File: src/design/assert_macros.svh
`ifndef ASSERT_MACROS_SVH
`define ASSERT_MACROS_SVH

// Same-cycle implication, checked on every rising edge outside reset.
`define ASSERT_NOW(label, clk, rst_n, ante, cons, msg) \
    label: assert property (@(posedge clk) disable iff (!(rst_n)) (ante) |-> (cons)) \
        else $error(msg);

// Next-cycle implication, checked on every rising edge outside reset.
`define ASSERT_NEXT(label, clk, rst_n, ante, cons, msg) \
    label: assert property (@(posedge clk) disable iff (!(rst_n)) (ante) |=> (cons)) \
        else $error(msg);

`endif

File: src/design/bavd_pkg.sv
package bavd_pkg;

    // Samples per block; a block is closed by the item that follows the last one.
    localparam int BLOCK_LENGTH = 8;

    localparam int NUM_CH   = 4;
    localparam int SAMPLE_W = 10;
    localparam int TRUNC_W  = 8;
    localparam int CHAR_W   = 6;
    localparam int DIGIT_W  = 4;
    localparam int COUNT_W  = $clog2(BLOCK_LENGTH + 1);
    localparam int SUM_W    = TRUNC_W + $clog2(BLOCK_LENGTH);

    // Exact floor division by BLOCK_LENGTH for any sum below 2**SUM_W:
    // avg = (sum * DIV_MULT) >> DIV_SHIFT.
    localparam int DIV_SHIFT = SUM_W + $clog2(BLOCK_LENGTH);
    localparam int MULT_W    = SUM_W + 1;
    localparam int PROD_W    = SUM_W + MULT_W;
    localparam logic [MULT_W-1:0] DIV_MULT =
        MULT_W'((2 ** DIV_SHIFT + BLOCK_LENGTH - 1) / BLOCK_LENGTH);

    localparam logic [CHAR_W-1:0] ASCII_ZERO = 6'd48;

    typedef logic [SAMPLE_W-1:0] t_sample;
    typedef logic [TRUNC_W-1:0]  t_avg;
    typedef logic [SUM_W-1:0]    t_sum;
    typedef logic [COUNT_W-1:0]  t_count;
    typedef logic [CHAR_W-1:0]   t_char;
    typedef logic [DIGIT_W-1:0]  t_digit;

    typedef logic [NUM_CH-1:0][SUM_W-1:0] t_sum_vec;

    typedef struct packed {
        t_digit hundreds;
        t_digit tens;
        t_digit units;
    } t_bcd;

    typedef struct packed {
        t_char hundreds;
        t_char tens;
        t_char units;
    } t_chars;

    // Block sums offered to the divide stage together with their valid.
    typedef struct packed {
        logic     vld;
        t_sum_vec sums;
    } t_sum_beat;

    // Shift-and-add-three conversion of an 8-bit value to three BCD digits.
    function automatic t_bcd bin_to_bcd(input t_avg value);
        logic [3*DIGIT_W+TRUNC_W-1:0] shreg;
        t_bcd                         res;
        shreg = {{(3*DIGIT_W){1'b0}}, value};
        for (int i = 0; i < TRUNC_W; i++) begin
            for (int d = 0; d < 3; d++) begin
                if (shreg[TRUNC_W + DIGIT_W*d +: DIGIT_W] >= 4'd5) begin
                    shreg[TRUNC_W + DIGIT_W*d +: DIGIT_W] =
                        shreg[TRUNC_W + DIGIT_W*d +: DIGIT_W] + 4'd3;
                end
            end
            shreg = shreg << 1;
        end
        res.hundreds = shreg[TRUNC_W + 2*DIGIT_W +: DIGIT_W];
        res.tens     = shreg[TRUNC_W + DIGIT_W +: DIGIT_W];
        res.units    = shreg[TRUNC_W +: DIGIT_W];
        return res;
    endfunction

    function automatic t_char digit_char(input t_digit dig);
        return ASCII_ZERO + {{(CHAR_W-DIGIT_W){1'b0}}, dig};
    endfunction

endpackage

File: src/design/bavd_if.sv
interface bavd_in_if;
    import bavd_pkg::*;

    logic    valid;
    logic    ready;
    t_sample sample_ch0;
    t_sample sample_ch1;
    t_sample sample_ch2;
    t_sample sample_ch3;

    modport source (
        output valid, sample_ch0, sample_ch1, sample_ch2, sample_ch3,
        input  ready
    );
    modport sink (
        input  valid, sample_ch0, sample_ch1, sample_ch2, sample_ch3,
        output ready
    );
endinterface

interface bavd_out_if;
    import bavd_pkg::*;

    logic  valid;
    logic  ready;
    t_char ch0_hundreds_char;
    t_char ch0_tens_char;
    t_char ch0_units_char;
    t_char ch1_hundreds_char;
    t_char ch1_tens_char;
    t_char ch1_units_char;
    t_char ch2_hundreds_char;
    t_char ch2_tens_char;
    t_char ch2_units_char;
    t_char ch3_hundreds_char;
    t_char ch3_tens_char;
    t_char ch3_units_char;

    modport source (
        output valid,
        output ch0_hundreds_char, ch0_tens_char, ch0_units_char,
        output ch1_hundreds_char, ch1_tens_char, ch1_units_char,
        output ch2_hundreds_char, ch2_tens_char, ch2_units_char,
        output ch3_hundreds_char, ch3_tens_char, ch3_units_char,
        input  ready
    );
    modport sink (
        input  valid,
        input  ch0_hundreds_char, ch0_tens_char, ch0_units_char,
        input  ch1_hundreds_char, ch1_tens_char, ch1_units_char,
        input  ch2_hundreds_char, ch2_tens_char, ch2_units_char,
        input  ch3_hundreds_char, ch3_tens_char, ch3_units_char,
        output ready
    );
endinterface

File: src/design/bavd_avg_conv.sv
`include "assert_macros.svh"

module bavd_avg_conv (
    input  logic                i_clk,
    input  logic                i_rst_n,
    input  bavd_pkg::t_sum_beat i_beat,
    output logic                o_beat_rdy,
    bavd_out_if.source          o_out
);
    import bavd_pkg::*;

    logic                r_avg_vld;
    logic                n_avg_vld;
    t_avg [NUM_CH-1:0]   r_avg;
    t_avg [NUM_CH-1:0]   n_avg;
    logic                r_out_vld;
    logic                n_out_vld;
    t_chars [NUM_CH-1:0] r_chars;
    t_chars [NUM_CH-1:0] n_chars;

    logic                      out_free;
    logic                      avg_take;
    logic [NUM_CH-1:0][PROD_W-1:0] w_prod;
    t_bcd [NUM_CH-1:0]         w_bcd;
    logic                      w_hund_ok;

    assign out_free   = !r_out_vld || o_out.ready;
    assign avg_take   = r_avg_vld && out_free;
    assign o_beat_rdy = !r_avg_vld || out_free;

    // Divide stage: one reciprocal multiply per channel, then the result register.
    always_comb begin
        n_avg_vld = r_avg_vld;
        n_avg     = r_avg;
        for (int c = 0; c < NUM_CH; c++) begin
            w_prod[c] = PROD_W'(i_beat.sums[c]) * PROD_W'(DIV_MULT);
        end
        if (o_beat_rdy) begin
            n_avg_vld = i_beat.vld;
            if (i_beat.vld) begin
                for (int c = 0; c < NUM_CH; c++) begin
                    n_avg[c] = w_prod[c][DIV_SHIFT +: TRUNC_W];
                end
            end
        end
    end

    // Conversion stage: BCD digits, then ASCII characters into the output register.
    always_comb begin
        n_out_vld = r_out_vld;
        n_chars   = r_chars;
        for (int c = 0; c < NUM_CH; c++) begin
            w_bcd[c] = bin_to_bcd(r_avg[c]);
        end
        if (out_free) begin
            n_out_vld = r_avg_vld;
            if (avg_take) begin
                for (int c = 0; c < NUM_CH; c++) begin
                    n_chars[c].hundreds = digit_char(w_bcd[c].hundreds);
                    n_chars[c].tens     = digit_char(w_bcd[c].tens);
                    n_chars[c].units    = digit_char(w_bcd[c].units);
                end
            end
        end
    end

    always_ff @(posedge i_clk) begin
        if (!i_rst_n) begin
            r_avg_vld <= 1'b0;
            r_out_vld <= 1'b0;
        end else begin
            r_avg_vld <= n_avg_vld;
            r_out_vld <= n_out_vld;
        end
    end

    always_ff @(posedge i_clk) begin
        r_avg   <= n_avg;
        r_chars <= n_chars;
    end

    assign o_out.valid             = r_out_vld;
    assign o_out.ch0_hundreds_char = r_chars[0].hundreds;
    assign o_out.ch0_tens_char     = r_chars[0].tens;
    assign o_out.ch0_units_char    = r_chars[0].units;
    assign o_out.ch1_hundreds_char = r_chars[1].hundreds;
    assign o_out.ch1_tens_char     = r_chars[1].tens;
    assign o_out.ch1_units_char    = r_chars[1].units;
    assign o_out.ch2_hundreds_char = r_chars[2].hundreds;
    assign o_out.ch2_tens_char     = r_chars[2].tens;
    assign o_out.ch2_units_char    = r_chars[2].units;
    assign o_out.ch3_hundreds_char = r_chars[3].hundreds;
    assign o_out.ch3_tens_char     = r_chars[3].tens;
    assign o_out.ch3_units_char    = r_chars[3].units;

    // An average never exceeds 255, so every hundreds character is '0' to '2'.
    always_comb begin
        w_hund_ok = 1'b1;
        for (int c = 0; c < NUM_CH; c++) begin
            if (r_chars[c].hundreds > ASCII_ZERO + 6'd2) begin
                w_hund_ok = 1'b0;
            end
        end
    end

    `ASSERT_NOW(a_hund_range, i_clk, i_rst_n, r_out_vld, w_hund_ok, "hundreds digit above two")
    `ASSERT_NEXT(a_avg_hold, i_clk, i_rst_n, r_avg_vld && !out_free, r_avg_vld && $stable(r_avg), "stalled average lost or changed")

endmodule

File: src/design/four_channel_block_average_to_decimal.sv
// Channel   Dir  Modport        Carries
// i_in      in   bavd_in_if     four 10-bit converter samples per transfer
// o_out     out  bavd_out_if    twelve ASCII digits, three per channel average
//
// One input transfer may be taken every cycle. Accumulating transfers are always
// accepted; a closing transfer (counter at the block length) waits only if the divide
// stage is full. Its result passes through the divide register and then the output
// register. Synchronous active-low reset clears the sums, the counter and both stage
// valids. Back-pressure on o_out stalls the two result registers and, through them, a closing transfer.
`include "assert_macros.svh"

module four_channel_block_average_to_decimal (
    input  logic       i_clk,
    input  logic       i_rst_n,
    bavd_in_if.sink    i_in,
    bavd_out_if.source o_out
);
    import bavd_pkg::*;

    // Running per-channel sums of the truncated samples and the item counter.
    t_sum_vec  r_sums;
    t_sum_vec  n_sums;
    t_count    r_count;
    t_count    n_count;

    logic      closing;
    logic      in_fire;
    logic      w_beat_rdy;
    t_sum_beat w_beat;
    t_sample   w_sample [NUM_CH];

    assign w_sample[0] = i_in.sample_ch0;
    assign w_sample[1] = i_in.sample_ch1;
    assign w_sample[2] = i_in.sample_ch2;
    assign w_sample[3] = i_in.sample_ch3;

    // The item that finds the counter at the block length closes the block: its
    // samples are dropped and the sums move on to the divide stage.
    assign closing    = (r_count == COUNT_W'(BLOCK_LENGTH));
    assign i_in.ready = !closing || w_beat_rdy;
    assign in_fire    = i_in.valid && i_in.ready;

    // The divide stage loads the sums straight from the accumulator registers.
    assign w_beat.vld  = i_in.valid && closing;
    assign w_beat.sums = r_sums;

    always_comb begin
        n_sums  = r_sums;
        n_count = r_count;
        if (in_fire) begin
            if (closing) begin
                n_sums  = '0;
                n_count = '0;
            end else begin
                for (int c = 0; c < NUM_CH; c++) begin
                    n_sums[c] = r_sums[c] + SUM_W'(w_sample[c][SAMPLE_W-1 -: TRUNC_W]);
                end
                n_count = r_count + COUNT_W'(1);
            end
        end
    end

    always_ff @(posedge i_clk) begin
        if (!i_rst_n) begin
            r_sums  <= '0;
            r_count <= '0;
        end else begin
            r_sums  <= n_sums;
            r_count <= n_count;
        end
    end

    bavd_avg_conv u_avg_conv (
        .i_clk      (i_clk),
        .i_rst_n    (i_rst_n),
        .i_beat     (w_beat),
        .o_beat_rdy (w_beat_rdy),
        .o_out      (o_out)
    );

    `ASSERT_NOW(a_count_max, i_clk, i_rst_n, 1'b1, r_count <= COUNT_W'(BLOCK_LENGTH), "block counter past block length")
    `ASSERT_NEXT(a_close_clear, i_clk, i_rst_n, in_fire && closing, r_count == '0 && r_sums == '0, "block not cleared after closing transfer")
    `ASSERT_NEXT(a_count_step, i_clk, i_rst_n, in_fire && !closing, r_count == $past(r_count) + COUNT_W'(1), "counter did not advance")

endmodule
File: src/flat_wrapper.sv
// flat-port wrapper written by rule: the top's interface ports become plain ports
module four_channel_block_average_to_decimal_flat import bavd_pkg::*;
  (i_clk, i_rst_n, i_in_valid, i_in_sample_ch0, i_in_sample_ch1, i_in_sample_ch2, i_in_sample_ch3, i_in_ready, o_out_valid, o_out_ch0_hundreds_char, o_out_ch0_tens_char, o_out_ch0_units_char, o_out_ch1_hundreds_char, o_out_ch1_tens_char, o_out_ch1_units_char, o_out_ch2_hundreds_char, o_out_ch2_tens_char, o_out_ch2_units_char, o_out_ch3_hundreds_char, o_out_ch3_tens_char, o_out_ch3_units_char, o_out_ready);
  bavd_in_if i_in_i ();
  bavd_out_if o_out_i ();
  input  logic i_clk;
  input  logic i_rst_n;
  input wire logic [$bits(i_in_i.valid)-1:0] i_in_valid;
  input wire logic [$bits(i_in_i.sample_ch0)-1:0] i_in_sample_ch0;
  input wire logic [$bits(i_in_i.sample_ch1)-1:0] i_in_sample_ch1;
  input wire logic [$bits(i_in_i.sample_ch2)-1:0] i_in_sample_ch2;
  input wire logic [$bits(i_in_i.sample_ch3)-1:0] i_in_sample_ch3;
  output wire logic [$bits(i_in_i.ready)-1:0] i_in_ready;
  output wire logic [$bits(o_out_i.valid)-1:0] o_out_valid;
  output wire logic [$bits(o_out_i.ch0_hundreds_char)-1:0] o_out_ch0_hundreds_char;
  output wire logic [$bits(o_out_i.ch0_tens_char)-1:0] o_out_ch0_tens_char;
  output wire logic [$bits(o_out_i.ch0_units_char)-1:0] o_out_ch0_units_char;
  output wire logic [$bits(o_out_i.ch1_hundreds_char)-1:0] o_out_ch1_hundreds_char;
  output wire logic [$bits(o_out_i.ch1_tens_char)-1:0] o_out_ch1_tens_char;
  output wire logic [$bits(o_out_i.ch1_units_char)-1:0] o_out_ch1_units_char;
  output wire logic [$bits(o_out_i.ch2_hundreds_char)-1:0] o_out_ch2_hundreds_char;
  output wire logic [$bits(o_out_i.ch2_tens_char)-1:0] o_out_ch2_tens_char;
  output wire logic [$bits(o_out_i.ch2_units_char)-1:0] o_out_ch2_units_char;
  output wire logic [$bits(o_out_i.ch3_hundreds_char)-1:0] o_out_ch3_hundreds_char;
  output wire logic [$bits(o_out_i.ch3_tens_char)-1:0] o_out_ch3_tens_char;
  output wire logic [$bits(o_out_i.ch3_units_char)-1:0] o_out_ch3_units_char;
  input wire logic [$bits(o_out_i.ready)-1:0] o_out_ready;
  assign i_in_i.valid = i_in_valid;
  assign i_in_i.sample_ch0 = i_in_sample_ch0;
  assign i_in_i.sample_ch1 = i_in_sample_ch1;
  assign i_in_i.sample_ch2 = i_in_sample_ch2;
  assign i_in_i.sample_ch3 = i_in_sample_ch3;
  assign i_in_ready = i_in_i.ready;
  assign o_out_valid = o_out_i.valid;
  assign o_out_ch0_hundreds_char = o_out_i.ch0_hundreds_char;
  assign o_out_ch0_tens_char = o_out_i.ch0_tens_char;
  assign o_out_ch0_units_char = o_out_i.ch0_units_char;
  assign o_out_ch1_hundreds_char = o_out_i.ch1_hundreds_char;
  assign o_out_ch1_tens_char = o_out_i.ch1_tens_char;
  assign o_out_ch1_units_char = o_out_i.ch1_units_char;
  assign o_out_ch2_hundreds_char = o_out_i.ch2_hundreds_char;
  assign o_out_ch2_tens_char = o_out_i.ch2_tens_char;
  assign o_out_ch2_units_char = o_out_i.ch2_units_char;
  assign o_out_ch3_hundreds_char = o_out_i.ch3_hundreds_char;
  assign o_out_ch3_tens_char = o_out_i.ch3_tens_char;
  assign o_out_ch3_units_char = o_out_i.ch3_units_char;
  assign o_out_i.ready = o_out_ready;
  four_channel_block_average_to_decimal u_core (.i_clk(i_clk), .i_rst_n(i_rst_n), .i_in(i_in_i), .o_out(o_out_i));
endmodule
File: config.mk
export PLATFORM = sky130hd
export DESIGN_NAME = four_channel_block_average_to_decimal_flat
export DESIGN_NICKNAME = d
export VERILOG_FILES = /design/src/design/bavd_pkg.sv /design/src/design/bavd_if.sv /design/src/design/bavd_avg_conv.sv /design/src/design/four_channel_block_average_to_decimal.sv /design/src/flat_wrapper.sv
export VERILOG_INCLUDE_DIRS = /design/src /design/src/design
export SDC_FILE = /design/constraint.sdc
export NUM_CORES = 1
export LEC_CHECK = 0
export BUFFER_PORTS_ARGS = -buffer_cell sky130_fd_sc_hd__buf_2
export CAP_MARGIN = 30
export CORE_MARGIN = 2
export CORE_UTILIZATION = 64
export DETAILED_ROUTE_END_ITERATION = 8
export PLACE_DENSITY_LB_ADDON = 0.08
export SLEW_MARGIN = 20
export SYNTH_ARGS = -nofsm -noshare
export SYNTH_HDL_FRONTEND = slang
export SYNTH_SLANG_ARGS = --single-unit
File: constraint.sdc
create_clock -name i_clk -period 15.5 [get_ports i_clk]
set_clock_uncertainty 0.2 [all_clocks]
set_input_delay 3.1 -clock i_clk [delete_from_list [all_inputs] [get_ports i_clk]]
set_output_delay 3.1 -clock i_clk [all_outputs]
set_load 0.005 [all_outputs]
## Yosys cells after proc, flatten, opt, wreduce, memory -nomap -nowiden

Cells that the tools add are included.
W data, S select, Z words.

| storage, ports and cells | value |
|---|---|
| register bits | 154 |
| latch bits | 0 |
| RAM bits | 0 |
| memory bits (read-only) | 0 |
| input port bits | 44 |
| memories | 0 |

| cells by class | value |
|---|---|
| add/sub/neg operators | 89 |
| $mul | 0 |
| div/mod/pow operators | 0 |
| $lt $le $gt $ge | 72 |
| equality and inequality tests | 1 |
| shifts and indexed selects | 0 |
| muxes and demuxes | 74 |
| bitwise gates (word level) | 0 |
| reduce and logical (&&, ||, !) cells | 11 |

Operator list:

| operator | count |
|---|---|
| $ge A4 B3 Y1 const B | 60 |
| $mux W4 | 46 |
| $add A4 B2 Y4 const B | 44 |
| $mux W3 | 27 |
| $add A5 B5 Y6 const A | 12 |
| $add A3 B2 Y3 const B | 16 |
| $add A11 B8 Y11 | 4 |
| $mux W44 | 1 |
| $add A1 B2 Y3 const AB | 7 |
| $ge A1 B3 Y1 const AB | 7 |
| $add A1 B2 Y3 const B | 5 |
| $ge A1 B3 Y1 const B | 5 |
| $add A4 B1 Y4 const B | 1 |
| $eq A4 B4 Y1 const B | 1 |
| $reduce_and A2 Y1 | 2 |
| $logic_and A1 B1 Y1 | 3 |
| $logic_not A1 Y1 | 3 |
| $logic_or A1 B1 Y1 | 3 |

## Logic depth before layout (Yosys ltp)

| depth | value |
|---|---|
| depth in word-level cells | 15 |
| depth in mapped cells | 25 |
| depth with buffers taken out | 25 |

## Cells and area by module

A second synthesis with hierarchy kept.

| second synthesis, totals | value |
|---|---|
| cell total of the unflattened synthesis | 953 |
| area, all modules | 8807.2 sq um |

By module, submodules not included:

| module | times used | cells each | area an instance (sq um) | seq. area each (sq um) |
|---|---|---|---|---|
| bavd_avg_conv | 1 | 601 | 5683.0 | 2202.1 |
| four_channel_block_average_to_decimal | 1 | 352 | 3124.2 | 960.9 |

## Worst setup path before layout

No wires, ideal clock.

| path | value |
|---|---|
| kind | input to output |
| start | in o_out_ready |
| end | out i_in_ready |
| arrival time | 3.472 ns |
| data required time | 12.200 ns |
| setup slack | 8.728 ns |
| stages on the path | 2 |
| cell sequence | nor2b_1 -> nand3_1 |

| between the ends | value |
|---|---|
| word-level cells in the longest chain between the ends | 3 |

RTL lines:

| element | RTL line | text |
|---|---|---|
| from (decl) | flat_wrapper.sv:27 | `input wire logic [$bits(o_out_i.ready)-1:0] o_out_ready;` |
| $logic_or A1 B1 Y1 | bavd_avg_conv.sv:27 | `assign out_free = !r_out_vld \|\| o_out.ready;` |
| $logic_or A1 B1 Y1 | bavd_avg_conv.sv:29 | `assign o_beat_rdy = !r_avg_vld \|\| out_free;` |
| $logic_or A1 B1 Y1 | four_channel_block_average_to_decimal.sv:40 | `assign i_in.ready = !closing \|\| w_beat_rdy;` |
| to (decl) | flat_wrapper.sv:13 | `output wire logic [$bits(i_in_i.ready)-1:0] i_in_ready;` |

No other way between the ends.

## Worst setup path after layout

Same ends and word-level chain as after synthesis.

==> results.json <==
{
  "area_delta_synth_final_pct": 11.5,
  "clockBufferDepth": 2,
  "crit_fanout": 5,
  "max_cap_viol_count": 0,
  "peakVddDrop_uv": 71.1,
  "path_cells": "buf_2, nor2b_1, nand3_1, buf_2",
  "fin_nets": 1140,
  "tns_ns": 0,
  "critPathLaunchType": "input port",
  "routedWlPerCell_um": 15.0,
  "crit_path_top_delay_cell": "nor2b_1",
  "top_layer": "met4",
  "cts_root_buffer": "clkbuf_16",
  "min_period_over_period_pct": 47.4,
  "hold_class": "flop to flop",
  "cts_tree": "done",
  "fp.dieW_um": 123,
  "holdBufCountCts": 0,
  "crit_family": "simple AND/OR/NAND/NOR gates",
  "dr_wl_met3_um": 833,
  "drtAntennaViolNets": 0,
  "ys_seq_area_share_pct": 34.8,
  "synth_xor_area_share_pct": 4.69,
  "synthAdderAreaFrac_pct": 10.9,
  "end_kind": "output pin",
  "grt_overflow": 0,
  "worstPathArrival_ns": 4.05,
  "grt_pass1_vias": 6533,
  "netlist_area_mm2": 0.00910,
  "slowest_delay_ns": 0.45,
  "routabilityCongestion": 0.866,
  "synth-simple-area-share_pct": 14.0,
  "routed-wl-met2_um": 8490,
  "cp.buffers_inverters": 2,
  "synthCells": 948,
  "grt_max_degree": 41,
  "multi_input_area_mm2": 0.00551,
  "start_util_pct": 65.5,
  "post_cts_resized": 0,
  "rows": 43,
  "yosys_most_used_dff": "edfxtp_1",
  "path_common_cell": "buf_2",
  "post_cts_buffers": 0,
  "drv_slew": 0,
  "cts_buffers": 17,
  "finalPower_uw": 869,
  "die_h_um": 123,
  "p_leak_nw": 4.25,
  "worstPathRequired_ns": 12.20,
  "rsz0062_at_grt": "false",
  "via_count": 7270,
  "pwr_density_cell_mw_per_mm2": 85.7,
  "synth-seq-cells": 122,
  "drt_wl_total_um": 18200,
  "ff_latch_area_mm2": 0.00316,
  "htreeDepth": 4,
  "max_slew_margin_pct": 44.6,
  "clkTransAtPathRegs_ns": 0.05,
  "insertion_delay_ns": 0.42,
  "drive_above_1_share_pct": 16.8,
  "antenna_cells": 0,
  "dr.pass1.iters": 7,
  "cts_sinks": 122,
  "synth_edf_count": 72,
  "antenna_found_initial": 0,
  "setup_viol": 0,
  "final_core_util_pct": 73.0,
  "finalHoldViolCount": 0,
  "worstMarginPinSlew_ns": 0.829,
  "coreArea_mm2": 0.0139,
  "final_common_cell": "buf_2",
  "drt-vias-per-instance": 6.00,
  "met1_length_um": 8510,
  "portBuffers": 77,
  "grtUsageTotal_pct": 25.2,
  "synth_compound_area_share_pct": 25.2,
  "grt_pass1_wl_um": 30400,
  "drtIter0Drc": 499,
  "fillers": 1031,
  "dieArea_mm2": 0.0152,
  "yosys-mux-area-fraction_pct": 4.17,
  "synth-async-reset-ratio_pct": 0,
  "ios": 118,
  "synth_cell_type_count": 91,
  "avgSynthCellArea_um2": 9.60,
  "synth_top_family_by_area": "compound AO/OA/AOI/OAI gates",
  "fmax_ghz": 0.136,
  "dp_hpwl_um": 12800,
  "fin_crit_ns": 7.35,
  "status": "completed",
  "drc": 0,
  "most-common-layout-cells": "buf_2, a21oi_1, ha_1, edfxtp_1, inv_1",
  "critical_path_class": "input port to output pin",
  "yosysWarnings": 0
}
-- per-stage QoR --
step	hold slack [ns]	cells	setup slack, ns	area (um^2)
2_1_floorplan	0.200	978	8.73	9210
3_3_place_gp	0.203	1180	8.20	9520
3_5_place_dp	0.207	1180	8.15	9520
4_1_cts	0.220	1212	8.15	10100
5_1_grt	0.225	1212	8.09	10100
6_report	0.218	1212	8.15	10100
-- cell type report --
class / instances / area share, %
Clock buffer: 24 / 4.96
Tap cell: 180 / 2.22
Sequential cell: 122 / 31.2
Clock inverter: 8 / 1.12
Inverter: 56 / 2.07
Multi-Input combinational cell: 741 / 54.3
Timing Repair Buffer: 81 / 4.10
-- synth_stat cells, drive strengths merged (3+ instances only) --
master / number / area (um^2)
inv: 56 / 210
dfxtp: 50 / 1000
o22ai: 8 / 50.1
o211ai: 17 / 133
o21bai: 17 / 128
a21boi: 4 / 30.0
nor4: 3 / 25.0
a21oi: 79 / 410
o21ba: 4 / 40.0
o31ai: 11 / 115
nand4: 10 / 62.6
xor2: 9 / 78.8
o211a: 4 / 40.0
o2111ai: 5 / 50.0
nor2b: 42 / 263
o22a: 7 / 61.3
mux2: 15 / 176
a21o: 20 / 151
o21ai: 44 / 220
o21a: 7 / 52.6
nand2b: 10 / 62.6
edfxtp: 72 / 2160
o311ai: 4 / 52.6
nor3: 20 / 115
mux2i: 17 / 203
o32a: 4 / 52.6
or2: 6 / 37.5
or4: 6 / 45.0
ha: 73 / 913
or3: 15 / 93.8
nand2: 39 / 146
nor2: 51 / 206
and3: 6 / 37.5
fa: 4 / 80.1
clkbuf: 21 / 78.8
buf: 38 / 269
a22oi: 29 / 218
a2111oi: 6 / 66.3
nand3: 21 / 105
a211o: 5 / 43.8
xnor2: 38 / 348
a211oi: 20 / 185
-- worst paths after layout --
check,end,from,slack [ns],cells past startpoint
worst min-delay path,u_core.u_avg_conv.o_out.ch3_units_char[0]$_DFFE_PP_,u_core.u_avg_conv.r_avg[24]$_DFFE_PP_,0.22,0
worst min register to register,u_core.u_avg_conv.o_out.ch3_units_char[0]$_DFFE_PP_,u_core.u_avg_conv.r_avg[24]$_DFFE_PP_,0.22,0
worst max-delay path,i_in_ready,o_out_ready,8.15,4
worst max register to register,u_core.u_avg_conv.o_out.ch2_tens_char[1]$_DFFE_PP_,u_core.u_avg_conv.r_avg[21]$_DFFE_PP_,9.21,25
-- per-layer routing --
metal	track usage [%]	vias to the layer above
met5	0	-
met4	9.16	0
met3	4.80	23
met2	39.8	184
met1	34.4	3410
li1	-	3653
-- logic make-up after synthesis --
family / count (synthesis)
AOI/OAI and AO/OA: 315
xor gates and xnor gates: 47
other: 2
adders and majority gates: 77
buffers and inverters: 115
DFF: 122
muxes: 32
and+or+nand+nor: 238
-- sequential cells by signal, summed over array words and instances, names as in the netlist, 4 cells and up --
signal                                  cells
u_core.u_avg_conv.o_out.ch3_tens_char       4
u_core.u_avg_conv.o_out.ch3_units_char      4
u_core.r_count                              4
u_core.u_avg_conv.o_out.ch0_tens_char       4
u_core.u_avg_conv.o_out.ch2_units_char      4
u_core.u_avg_conv.o_out.ch2_tens_char       4
u_core.u_avg_conv.r_avg                    32
u_core.r_sums                              44
u_core.u_avg_conv.o_out.ch0_units_char      4
u_core.u_avg_conv.o_out.ch1_tens_char       4
u_core.u_avg_conv.o_out.ch1_units_char      4
-- power by group --
group          switching, mW  internal [mW]
clock network          0.136          0.273
logic                 0.0507         0.0445
registers             0.0103          0.354
total                  0.197          0.672
Power figures use the tool's default switching activity.
